## config.mk

```make
export PLATFORM = sky130hd
export DESIGN_NAME = top_down_block_allocator_core
export DESIGN_NICKNAME = d
export VERILOG_FILES = /design/src/hdl/tdba_pkg.sv /design/src/hdl/top_down_block_allocator_core.sv /design/src/hdl/tdba_cell.sv
export SDC_FILE = /design/constraint.sdc
export NUM_CORES = 2
export LEC_CHECK = 0
export BUFFER_PORTS_ARGS = -buffer_cell sky130_fd_sc_hd__buf_2
export CAP_MARGIN = 10
export CORE_ASPECT_RATIO = 0.7
export CORE_UTILIZATION = 30
export DETAILED_ROUTE_END_ITERATION = 8
export SLEW_MARGIN = 25
export SYNTH_ARGS = -nofsm -noshare
export SYNTH_HDL_FRONTEND = slang
export SYNTH_SLANG_ARGS = --single-unit
```

## constraint.sdc

```tcl
create_clock -name clk -period 164.3 [get_ports clk]
set_input_delay 24.645 -clock clk [delete_from_list [all_inputs] [get_ports clk]]
set_output_delay 24.645 -clock clk [all_outputs]
set_load 0.005 [all_outputs]
```

## src/hdl/tdba_pkg.sv

```systemverilog
// shared types, codes and constants for the top-down block allocator
package tdba_pkg;

  localparam int MAX_BLOCKS_DEF   = 32;
  localparam int HEADER_BYTES_DEF = 12;

  localparam logic [31:0] HEAP_BASE_RST = 32'h01e0_0000;
  localparam logic [31:0] HEAP_END_RST  = 32'h01f0_0000;

  localparam int CFG_IDX_W = 2;
  localparam logic [CFG_IDX_W-1:0] REG_HEAP_BASE = 2'd0;
  localparam logic [CFG_IDX_W-1:0] REG_HEAP_END  = 2'd1;

  localparam logic CMD_ALLOC = 1'b0;
  localparam logic CMD_FREE  = 1'b1;

  localparam logic [2:0] ST_OK        = 3'd0;
  localparam logic [2:0] ST_BAD_SIZE  = 3'd1;
  localparam logic [2:0] ST_NO_SPACE  = 3'd2;
  localparam logic [2:0] ST_FULL      = 3'd3;
  localparam logic [2:0] ST_NOT_FOUND = 3'd4;

  typedef struct packed {
    logic        valid;
    logic [31:0] start;
    logic [31:0] bytes;
  } entry_t;

endpackage

```

## src/hdl/top_down_block_allocator_core.sv

```systemverilog
// top level: ring of table cells with the scan controller at the head cell
// sequence: a bad size goes straight to the done state; a free makes one table pass; an allocate
// makes one scan pass per candidate position, and a write pass when it is placed
// throughput: one item at a time; each table pass rotates the cell ring once
// a finished word waits in the output register while the next item is accepted
// reset: synchronous, clears all entries and loads heap_base/heap_end defaults
module top_down_block_allocator_core #(
  parameter int MAX_BLOCKS   = tdba_pkg::MAX_BLOCKS_DEF,
  parameter int HEADER_BYTES = tdba_pkg::HEADER_BYTES_DEF
) (
  input  logic                           clk,
  input  logic                           rst_n,
  input  logic                           in_valid,
  output logic                           in_stall,
  input  logic                           in_cmd,
  input  logic signed [31:0]             in_req_size,
  input  logic [31:0]                    in_free_addr,
  output logic                           out_valid,
  input  logic                           out_stall,
  output logic [31:0]                    out_payload_addr,
  output logic [2:0]                     out_status,
  input  logic                           cfg_valid,
  output logic                           cfg_ready,
  input  logic [tdba_pkg::CFG_IDX_W-1:0] cfg_index,
  input  logic [31:0]                    cfg_data
);
  import tdba_pkg::*;

  localparam int CNT_W = (MAX_BLOCKS > 1) ? $clog2(MAX_BLOCKS) : 1;
  localparam logic [CNT_W-1:0] CNT_LAST = CNT_W'(MAX_BLOCKS - 1);
  localparam logic [33:0] HDR34 = 34'(HEADER_BYTES);

  localparam logic [2:0] S_IDLE  = 3'd0;
  localparam logic [2:0] S_SCAN  = 3'd1;
  localparam logic [2:0] S_WRITE = 3'd2;
  localparam logic [2:0] S_FREE  = 3'd3;
  localparam logic [2:0] S_DONE  = 3'd4;

  logic [2:0]       state_r, state_nxt;
  logic [CNT_W-1:0] cnt_r;
  logic [31:0]      heap_base_r, heap_end_r;
  logic [33:0]      cs_r, cs_nxt;
  logic [31:0]      ce_r, ce_nxt;
  logic [32:0]      total_r;
  logic [31:0]      size_r, faddr_r;
  logic             hit_r, hit_nxt, free_r, first_r;
  logic [31:0]      hitst_r, hitst_nxt;
  logic [31:0]      res_addr_r, res_addr_nxt;
  logic [2:0]       res_status_r, res_status_nxt;
  logic             out_valid_r;
  logic [31:0]      out_addr_r;
  logic [2:0]       out_status_r;

  entry_t q [MAX_BLOCKS];
  entry_t head_mod;
  logic   shift;

  assign shift = (state_r == S_SCAN) || (state_r == S_WRITE) || (state_r == S_FREE);

  for (genvar i = 0; i < MAX_BLOCKS; i++) begin : g_cell
    entry_t d;
    if (i == MAX_BLOCKS - 1) begin : g_tail
      assign d = head_mod;
    end else begin : g_mid
      assign d = q[i+1];
    end
    tdba_cell u_cell (.clk(clk), .rst_n(rst_n), .shift(shift), .d(d), .q(q[i]));
  end

  logic        in_acc, pass_end;
  logic [33:0] head_pe, cs_try;
  logic        head_hit, free_match, free_now;
  logic [33:0] size34;

  assign in_acc   = in_valid && !in_stall;
  assign pass_end = (cnt_r == CNT_LAST);
  assign head_pe  = {2'b0, q[0].start} + {2'b0, q[0].bytes} + HDR34;
  assign head_hit = q[0].valid && ($signed(cs_r) < $signed(head_pe)) && (q[0].start < ce_r);
  assign free_match = q[0].valid && (({2'b0, q[0].start} + HDR34) == {2'b0, faddr_r});
  assign free_now = free_r || !q[0].valid;
  assign cs_try   = {2'b0, hitst_nxt} - {1'b0, total_r};
  assign size34   = {2'b0, in_req_size};

  // head entry as it re-enters the ring at the tail
  always_comb begin
    head_mod = q[0];
    if (state_r == S_WRITE && !q[0].valid && !hit_r) begin
      head_mod = '{valid: 1'b1, start: cs_r[31:0], bytes: size_r};
    end else if (state_r == S_FREE && free_match && !hit_r) begin
      head_mod.valid = 1'b0;
    end
  end

  always_comb begin
    state_nxt      = state_r;
    cs_nxt         = cs_r;
    ce_nxt         = ce_r;
    hit_nxt        = hit_r;
    hitst_nxt      = hitst_r;
    res_addr_nxt   = res_addr_r;
    res_status_nxt = res_status_r;
    case (state_r)
      S_IDLE: begin
        if (in_acc) begin
          hit_nxt      = 1'b0;
          res_addr_nxt = '0;
          if (in_cmd == CMD_FREE) begin
            state_nxt = S_FREE;
          end else if (in_req_size <= 0) begin
            res_status_nxt = ST_BAD_SIZE;
            state_nxt      = S_DONE;
          end else begin
            ce_nxt    = heap_end_r;
            cs_nxt    = {2'b0, heap_end_r} - (size34 + HDR34);
            state_nxt = S_SCAN;
          end
        end
      end
      S_SCAN: begin
        if (head_hit && !hit_r) begin
          hit_nxt   = 1'b1;
          hitst_nxt = q[0].start;
        end
        if (pass_end) begin
          hit_nxt = 1'b0;
          if (first_r && !free_now) begin
            res_status_nxt = ST_FULL;
            state_nxt      = S_DONE;
          end else if ($signed(cs_r) < $signed({2'b0, heap_base_r})) begin
            res_status_nxt = ST_NO_SPACE;
            state_nxt      = S_DONE;
          end else if (head_hit || hit_r) begin
            ce_nxt = hitst_nxt;
            cs_nxt = cs_try;
            // next pass scans the moved candidate
          end else begin
            state_nxt = S_WRITE;
          end
        end
      end
      S_WRITE: begin
        if (!q[0].valid) hit_nxt = 1'b1;
        if (pass_end) begin
          res_status_nxt = ST_OK;
          res_addr_nxt   = 32'(cs_r + HDR34);
          state_nxt      = S_DONE;
        end
      end
      S_FREE: begin
        if (free_match) hit_nxt = 1'b1;
        if (pass_end) begin
          res_status_nxt = (hit_r || free_match) ? ST_OK : ST_NOT_FOUND;
          state_nxt      = S_DONE;
        end
      end
      S_DONE: begin
        if (!out_valid_r || !out_stall) state_nxt = S_IDLE;
      end
      default: state_nxt = S_IDLE;
    endcase
  end

  always_ff @(posedge clk) begin
    if (!rst_n) begin
      state_r     <= S_IDLE;
      cnt_r       <= '0;
      out_valid_r <= 1'b0;
      heap_base_r <= HEAP_BASE_RST;
      heap_end_r  <= HEAP_END_RST;
    end else begin
      state_r <= state_nxt;
      cnt_r   <= (shift && !pass_end) ? cnt_r + 1'b1 : '0;
      if (state_r == S_DONE && (!out_valid_r || !out_stall)) begin
        out_valid_r <= 1'b1;
      end else if (!out_stall) begin
        out_valid_r <= 1'b0;
      end
      if (cfg_valid && cfg_ready) begin
        if (cfg_index == REG_HEAP_BASE) heap_base_r <= cfg_data;
        if (cfg_index == REG_HEAP_END)  heap_end_r  <= cfg_data;
      end
    end
  end

  always_ff @(posedge clk) begin
    cs_r         <= cs_nxt;
    ce_r         <= ce_nxt;
    hit_r        <= hit_nxt;
    hitst_r      <= hitst_nxt;
    res_addr_r   <= res_addr_nxt;
    res_status_r <= res_status_nxt;
    if (in_acc) begin
      total_r <= 33'(size34 + HDR34);
      size_r  <= in_req_size;
      faddr_r <= in_free_addr;
      first_r <= 1'b1;
      free_r  <= 1'b0;
    end else if (state_r == S_SCAN) begin
      free_r <= free_now;
      if (pass_end) begin
        first_r <= 1'b0;
        free_r  <= 1'b0;
      end
    end
    if (state_r == S_DONE && (!out_valid_r || !out_stall)) begin
      out_addr_r   <= res_addr_r;
      out_status_r <= res_status_r;
    end
  end

  assign in_stall         = (state_r != S_IDLE);
  assign cfg_ready        = 1'b1;
  assign out_valid        = out_valid_r;
  assign out_payload_addr = out_addr_r;
  assign out_status       = out_status_r;

  a_busy_after_accept: assert property (@(posedge clk) disable iff (!rst_n)
    in_acc |=> in_stall)
    else $error("accepted word did not make the block busy");
  a_addr_zero_on_fail: assert property (@(posedge clk) disable iff (!rst_n)
    out_valid && out_status != ST_OK |-> out_payload_addr == 32'd0)
    else $error("failed request carries an address");
  a_cnt_idle: assert property (@(posedge clk) disable iff (!rst_n)
    !shift |-> cnt_r == '0)
    else $error("ring position lost outside a pass");
  a_status_range: assert property (@(posedge clk) disable iff (!rst_n)
    out_valid |-> out_status <= ST_NOT_FOUND)
    else $error("status code out of range");

endmodule

```

## src/hdl/tdba_cell.sv

```systemverilog
// one block table entry in the rotating ring
module tdba_cell (
  input  logic            clk,
  input  logic            rst_n,
  input  logic            shift,
  input  tdba_pkg::entry_t d,
  output tdba_pkg::entry_t q
);
  import tdba_pkg::*;

  logic        valid_r;
  logic [31:0] start_r;
  logic [31:0] bytes_r;

  always_ff @(posedge clk) begin
    if (!rst_n) begin
      valid_r <= 1'b0;
    end else if (shift) begin
      valid_r <= d.valid;
    end
  end

  always_ff @(posedge clk) begin
    if (shift) begin
      start_r <= d.start;
      bytes_r <= d.bytes;
    end
  end

  assign q = '{valid: valid_r, start: start_r, bytes: bytes_r};

endmodule

```

==> summary.md <==
| Metric | Value |
|---|---|
| Status | finished clean |
| Setup TNS | 0 ns |
| Largest net degree at the start of global routing | 201 |
| Worst EP arrival | ~30 ns |
| Non-filler cells, final | 8,857 |
| Worst setup path category | input pin to flip-flop |
| Initial antenna violation count | 61 |
| Initial core utilization | 0.302 |
| Maximum fanout along the worst path | 5 |
| Synth Cell Area | 85,300 sq um |
| Synth cell types | 79 |
| Final setup viols | 0 |
| Most common library cells after synthesis | edfxtp_1 (2,280), nand2_1 (334), ha_1 (227) |
| Comb pwr share | 0.159 |
| Residual DRC | 0 |
| Fin. max-slew vios | 0 |
| Clock group share of total power | 0.267 |
| Ports | 142 |
| Post-Syn Area per Cell | 18.9 sq um |
| Pwr Density | between 15 and 20 nW/um^2 |
| Post-synthesis net count | 4,851 |
| Placed cells | approximately 8,400 |
| Int Pwr | 1.39 mW |
| Max VDD drop | roughly 0.000011 V |
| Cells after Synth | 4,517 |
| # port buffers | between 100 and 150 |
| Max Root-Sink Buffers | 4 |
| RSZ-0062 raised after global routing | no |
| Period Utilization, post-route | 0.174 |
| Critical path startpoint category | input pin |
| Top post-synthesis cells by area | edfxtp_1 (80%), ha_1 (3.3%), dfxtp_1 (3.3%), nand2_1 (1.5%), mux2_2 (1.2%) |
| Worst-margin pin slew | 1.05 ns |
| CTS buffer count | 230 |
| Wire per inst | approximately 19 um |
| CP Capture Type | flip-flop |
| Iter 0 DRT Violations | roughly 3,300 |
| Final WL | about 170 mm |
| First-pass GRT wire length | 249 mm |
| Clock transition at path regs | 0.07 ns |
| Vias in the first global route | 37,500 |
| Clk_skew | 0.103 ns |
| Max_slew headroom | 0.299 |
| Root Driver | clkbuf_16 |
| Worst Hold Class | flip-flop to flip-flop |
| Overall routing resource usage | 0.117 |
| Cell accounting for the most synthesized area | edfxtp_1 |
| Total number of vias | just under 40,000 |
| Minimum clock period | 28.62 ns |
| FMAX | 0.0349 GHz |
| Area Overhead vs Synth | 15.2% |
| CTS resizes | 0 |
| Area share of the largest cell type after synthesis | 0.803 |
| Die Width | 639 um |
| Placement Rows | 163 |
| Half-perimeter wire length after placement | ~110 mm |
| Placed Area | 90,900 sq um |
| First-pass detailed-route iteration total | 5 |
| Die Ht | about 450 um |
| Ys async rst share | 0 |
| Count leader, synth | edfxtp_1 |
| Flip-flop and latch count after synthesis | 2,419 |
| Leakage | 33.6 nW |
| Clk sink count | 2,419 |
| CTS tree | done |
| Seq/Total Area, Yosys | 0.835 |
| Final Hold Fails | 0 |
| Vias per Instance | 4.42 |
| Layout Nets | a little over 5,000 |
| Synth warn | 0 |
| Setup Fix Bufs, Post-CTS | 0 |
| Sequential share of power | 0.574 |
| Net switching power | roughly 0.52 mW |
| Total of max-cap violations | 0 |
| Clk Latency, worst-skew pair | about 0.91 ns |
| CORE AREA | 282,000 sq um |
| Full die area | 286,000 sq um |
| Core Util, Final | 0.348 |
| Antenna-violating nets left | 0 |
| Final Instance Area | 98,300 sq um |
| Dominant synthesized flop cell | edfxtp_1 |
| EDFF count, synth | between 2,000 and 2,500 |
| Final Power | 1.91 mW |
| GRT Residual Overflow | 0 |
| Htree depth | 4 |
| Sw Ratio | 0.273 |
| Post-CTS Hold Buffers | 0 |
| Gp weighted congestion | about 0.86 |
| WP data required | 164.90 ns |
| Layout cell share with drive strength beyond 1 | 0.129 |
critical path, stage by stage:
cell       delay, ns
buf_2           0.15
inv_1           0.07
ha_1            0.26
nor2_1          0.22
nand2_1         0.10
nor3_1          0.48
nand2_1         0.14
xnor2_1         0.20
inv_1           0.10
ha_1            0.36
nand2_1         0.16
nor4_1          0.36
o311ai_1        0.27
a31oi_1         0.54
a211oi_1        0.21
o21bai_1        0.25
nand4_1         0.19
a2111oi_0       0.37
a2111oi_0       0.12
cell usage in the layout, fill, tap and decap left out, types with 15 or more instances in the layout:
master	count
o21ai_0	121
bufinv_16	15
mux2_2	94
clkbuf_16	234
dfxtp_1	139
inv_1	173
or3_1	18
a211oi_1	27
clkinv_2	38
nand2_1	334
clkinv_1	50
clkbuf_1	42
clkinvlp_4	15
edfxtp_1	2280
o21a_1	17
a21oi_1	134
a21o_1	71
nor2_1	113
mux2i_1	34
nor3_1	22
a21boi_0	88
nand4_1	37
nor4_1	21
and3_1	25
nand3_1	49
a31oi_1	19
xor2_1	95
buf_2	140
buf_4	48
ha_1	227
o211ai_1	25
nand2b_1	22
nor2b_1	19
xnor2_1	73
per-layer routing:
layer | GRT usage | routed length (um) | vias up
li1 | - | - | 18100
met1 | 0.167 | 80500 | 19700
met2 | 0.177 | 76300 | 991
met3 | 0.0227 | 8610 | 376
met4 | 0.0447 | 6650 | 4
met5 | 0 | 32 | -
flip-flops by register name, summed over array words and instances, names as in the netlist, 5 cells and up:
register / count
g_cell.u_cell.bytes_r: 1024
g_cell.u_cell.start_r: 1024
cs_r: 34
total_r: 33
ce_r: 32
faddr_r: 32
g_cell.u_cell.valid_r: 32
heap_base_r: 32
heap_end_r: 32
hitst_r: 32
out_payload_addr: 32
res_addr_r: 32
size_r: 30
cnt_r: 5
per-stage QoR:
stage               setup WS, ns  hold WS [ns]
floorplan                 104.69         0.400
global placement          134.72         0.400
detailed placement        134.84         0.405
CTS                       135.81         0.339
global route              135.54         0.346
finish                    135.69         0.338
cells by family after synthesis:
logic type,synth area share
other cells,0.0000440
buf+inv,0.0117
mux,0.0165
flops,0.835
xor+xnor,0.0173
compound gates,0.0446
simple gates,0.0405
fa+ha+maj,0.0340
power groups by stage:
stage | combinational (mW) | clock (mW) | sequential (mW)
final | 0.303 | 0.510 | 1.10
after global routing | 0.335 | 0.548 | 1.12
after CTS | 0.302 | 0.527 | 1.10
after detailed placement | 0.301 | 0 | 1.11
after global placement | 0.292 | 0 | 1.10
after floorplan | 0.208 | 0 | 1.72
layout make-up:
cell class,instances,area (sq um)
inverters,175,664
diodes,12,30.0
multi-input cells,1840,13100
repair buffers,198,1240
flip-flops and latches,2419,71200
fillers,26300,184000
clock inverters,139,1200
clock buffers,279,6050
well taps,3795,4750
path summary, 6_finish.rpt:
check	startpoint	to	slack [ns]	cells after the start
max reg2reg	g_cell[0].u_cell.start_r[2]$_DFFE_PN_	cs_r[32]$_DFFE_PP_	153.75	34
min reg2reg	g_cell[13].u_cell.bytes_r[30]$_DFFE_PN_	g_cell[12].u_cell.bytes_r[30]$_DFFE_PN_	0.34	0
max	in_req_size[2]	cs_r[33]$_DFFE_PP_	135.69	19
min	g_cell[13].u_cell.bytes_r[30]$_DFFE_PN_	g_cell[12].u_cell.bytes_r[30]$_DFFE_PN_	0.34	0
No activity file was read; power rests on OpenSTA's default activity.
